**src/rtl/khbfs_pkg.sv**
```systemverilog
// ----------------------------------------------------------------------------
// khbfs_pkg
// Shared widths, codes and the result record of the k-hop neighbour finder.
// ----------------------------------------------------------------------------
package khbfs_pkg;

    localparam int NODES_DEF      = 64;
    localparam int MAX_DEGREE_DEF = 16;

    localparam int NODE_PW   = 6;
    localparam int HOP_PW    = 7;
    localparam int STATUS_PW = 2;

    // Function codes of an input item
    localparam logic FUNC_ADD   = 1'b0;
    localparam logic FUNC_QUERY = 1'b1;

    // Result status codes
    localparam logic [STATUS_PW-1:0] ST_ADDED = 2'd0;
    localparam logic [STATUS_PW-1:0] ST_FULL  = 2'd1;
    localparam logic [STATUS_PW-1:0] ST_FOUND = 2'd2;
    localparam logic [STATUS_PW-1:0] ST_NONE  = 2'd3;

    typedef struct packed {
        logic [STATUS_PW-1:0] status;
        logic [NODE_PW-1:0]   found_node;
        logic [NODE_PW-1:0]   hop_level;
        logic                 last;
    } res_t;

endpackage

```
**src/rtl/khbfs_out_stage.sv**
```systemverilog
// ----------------------------------------------------------------------------
// khbfs_out_stage
// Output register: holds one result item until the consumer takes it.
// ----------------------------------------------------------------------------
module khbfs_out_stage
    import khbfs_pkg::*;
(
    input  logic                 clk,
    input  logic                 rst_n,
    input  logic                 load,
    input  res_t                 load_data,
    output logic                 free,
    output logic                 out_valid,
    input  logic                 out_stall,
    output logic [STATUS_PW-1:0] status,
    output logic [NODE_PW-1:0]   found_node,
    output logic [NODE_PW-1:0]   hop_level,
    output logic                 last
);

    logic valid_reg;
    res_t data_reg;

    // Slot can take a new item when empty or being drained this cycle
    assign free = !valid_reg || !out_stall;

    // Track occupancy
    always_ff @(posedge clk or negedge rst_n)
    begin
        if (!rst_n)
        begin
            valid_reg <= 1'b0;
        end
        else if (load)
        begin
            valid_reg <= 1'b1;
        end
        else if (!out_stall)
        begin
            valid_reg <= 1'b0;
        end
    end

    // Hold payload
    always_ff @(posedge clk)
    begin
        if (load)
        begin
            data_reg <= load_data;
        end
    end

    assign out_valid  = valid_reg;
    assign status     = data_reg.status;
    assign found_node = data_reg.found_node;
    assign hop_level  = data_reg.hop_level;
    assign last       = data_reg.last;

endmodule

```
**config.mk**
```make
export PLATFORM = sky130hd
export DESIGN_NAME = khbfs_out_stage
export DESIGN_NICKNAME = d
export VERILOG_FILES = /design/src/rtl/khbfs_pkg.sv /design/src/rtl/khbfs_out_stage.sv
export SDC_FILE = /design/constraint.sdc
export NUM_CORES = 1
export LEC_CHECK = 0
export BUFFER_PORTS_ARGS = -buffer_cell sky130_fd_sc_hd__clkbuf_2
export CORE_MARGIN = 1.5
export CORE_UTILIZATION = 35
export DETAILED_ROUTE_END_ITERATION = 10
export MAX_ROUTING_LAYER = met4
export PLACE_DENSITY = 0.81
export SYNTH_ARGS = -nofsm -noshare
export SYNTH_HDL_FRONTEND = slang
export SYNTH_SLANG_ARGS = --single-unit
```
**constraint.sdc**
```tcl
create_clock -name clk -period 1.4 [get_ports clk]
set_input_delay 0.07 -clock clk [delete_from_list [all_inputs] [get_ports clk]]
set_output_delay 0.07 -clock clk [all_outputs]
set_load 0.05 [all_outputs]
```
==> flow_summary_export.csv <==
group,metric,value,unit
yosys,syn_inst,18,
drt,highest_layer,"met3",
floorplanning,boundaryPins,36,
setup_path,crit_arrival,1.03,ns
power_and_ir_drop,p_sw,0.309,mW
global_route,grtUsageTotal,13.7,%
timing,worst_pin_slew,0.367,ns
drt,avgRoutedWirePerCell,11.6,microns
global_route,antenna_found_initial,0,
power_and_ir_drop,power_frac_clock,22.5,%
run,drv_cap,0,
setup_path,worstPathMaxFanout,3,
yosys,synth_warnings,0,
global_route,grt-ovfl-total,0,
clock_network,cts_num_sinks,16,
power_and_ir_drop,p_int,0.746,mW
timing,post-route-min-period,1.10,ns
timing,finalSetupTns,0,ns
setup_path,rr_worst_depth,1,
yosys,synth_fp_nets,37,
clock_network,cts_tree,"yes",
cells_and_area,nets,93,
power_and_ir_drop,irDropWorstVdd,679,uV
timing,final.period_utilization,78.3,%
timing,setup_viol,0,
clock_network,clk_latency,0.27,ns
clock_network,cts_max_path_buffers,2,
clock_network,path_clk_slew,0.08,ns
power_and_ir_drop,power_frac_seq,54.4,%
yosys,ys_seq_area_share,97.7,%
floorplanning,core-area,1300,sq um
global_route,grt_max_degree,17,
drt,finalWirelength,1.02,mm
yosys,syn-cell-area,487,sq um
power_and_ir_drop,pwr-share-comb,23.1,%
global_route,grt_pass1_vias,308,
cells_and_area,diodes,0,
drt,vias,362,
cells_and_area,seqCellArea,475,sq um
hold_path,hold_class,"primary input to flip-flop",
placed_design,place_ws,0.592,ns
clock_network,cts_made_buffers,3,
hold_path,hold_depth,2,
clock_network,h-tree-depth,1,
floorplanning,die_area,1620,sq um
drt,drt_iter0_markers,1,
clock_network,ctsResizeCount,0,
timing,layout_setup_ws,0.304,ns
floorplanning,dieWidth,40.3,microns
setup_path,cp.required,1.33,ns
cells_and_area,post-route-cell-area,867,sq um
setup_path,cp-start-kind,"flip-flop",
timing,hold_violations,0,
drt,wl_met2,579,microns
yosys,synth_seq_cells,16,
placed_design,gp_congestion,0.581,
hold_path,worstHoldEndpoint,"out_valid",
floorplanning,die_height,40.3,microns
cells_and_area,fillers,102,
setup_path,regToRegSetupSlack,0.72,ns
placed_design,port_buffers,35,
drt,wl_met3,97,microns
placed_design,postPlaceCellArea,681,sq um
floorplanning,initial_utilization,37.4,%
setup_path,timing.rr.start,"out_valid",
drt,met1_length,345,microns
timing,relSlewSlack,75.6,%
drt,antenna_left,0,
timing,skew,0,ns
drt,viasPerCell,4.11,
clock_network,clockRootBuffer,"clkbuf_4",
hold_path,min-delay-start,"out_stall",
floorplanning,rows,13,
drt,post-route-drc-count,0,
setup_path,end_kind,"output pin",
cells_and_area,syn_to_final_growth,78.1,%
yosys,yosysUniqueCellTypes,4,
run_status,status,"finished, final reports clean",
timing,grt_setup_unrepaired,"false",
drt,drt_pass1_iterations,2,
yosys,avgSynthCellArea,27.0,sq um
cells_and_area,multi_input_area,11.3,sq um
setup_path,r2r-end,"out_valid",
timing,slew_violations,0,
power_and_ir_drop,power_density,1220,nW/um^2
cells_and_area,drive_above_1_share,52.1,%
power_and_ir_drop,netSwitchingFraction,29.3,%
timing,max_freq,0.913,GHz
global_route,grt_pass1_wl,1.24,mm
setup_path,worstSetupPathType,"flip-flop to output pin",
power_and_ir_drop,p_leak,0.393,nW
cell usage in the layout (no fill, tap or decap):
| cell | n |
|---|---|
| clkbuf_2 | 35 |
| nand2_1 | 1 |
| dfrtp_1 | 1 |
| clkbuf_4 | 3 |
| dlygate4sd3_1 | 16 |
| a21o_1 | 1 |
| clkbuf_1 | 1 |
| edfxtp_1 | 15 |
cells in the mapped netlist:
cell type  instances  area [sq um]
dfrtp_1            1          25.0
edfxtp_1          15           450
nand2_1            1          3.75
a21o_1             1          7.51
cell families after synthesis:
logic type	count (synthesis)	synth area share (%)
DFF	16	97.7
and+or+nand+nor	1	0.770
AOI/OAI and AO/OA	1	1.54
worst max-delay path by stage:
stage	start	to	slack [ns]
floorplan	out_valid	free	0.29
global placement	out_valid	free	0.65
detailed placement	out_valid	free	0.59
CTS	out_valid	free	0.29
global route	out_valid	free	0.26
finish	out_valid	free	0.30
critical path: stages (launching register included):
cell      delay [ns]
dfrtp_1         0.41
nand2_1         0.07
clkbuf_2        0.28
per-stage QoR:
step                hold WS, ns  util (%)  power, mW  instances
floorplan                -0.226         -      0.727         18
detailed placement       -0.155      52.3      0.795         68
CTS                      0.0399      66.6       1.06         88
global placement         -0.156      52.3      0.791         68
finish                   0.0386      66.6       1.05         88
global route             0.0422      66.6       1.10         88
power by group through the flow:
| stage | clock network, mW | registers, mW | logic, mW |
|---|---|---|---|
| after floorplan | 0 | 0.718 | 0.00957 |
| after global placement | 0 | 0.584 | 0.206 |
| after detailed placement | 0 | 0.586 | 0.209 |
| after CTS | 0.240 | 0.575 | 0.244 |
| after global routing | 0.263 | 0.578 | 0.255 |
| final | 0.237 | 0.574 | 0.244 |
timing repair:
action	4_1_cts	5_1_grt
buffers inserted	0	0
setup endpoints to repair	0	0
hold buffers	16	0
hold endpoints to repair	16	0
layer usage:
| metal | track usage (%) | vias up |
|---|---|---|
| met4 | 5.00 | 0 |
| met2 | 26.2 | 22 |
| met5 | - | - |
| met1 | 11.4 | 159 |
| met3 | 5.56 | 0 |
| li1 | - | 181 |
state kept, by name, indices dropped and copies added (netlist names):
signal	count
found_node	6
hop_level	6
status	2
last	1
out_valid	1
area by class of cell:
type | instances | share of cell area [%]
timing repair buffer | 51 | 38.7
multi-input combinational | 2 | 1.30
sequential | 16 | 54.8
tap | 15 | 2.16
clock buffer | 4 | 3.03
Power figures use the tool's default switching activity.
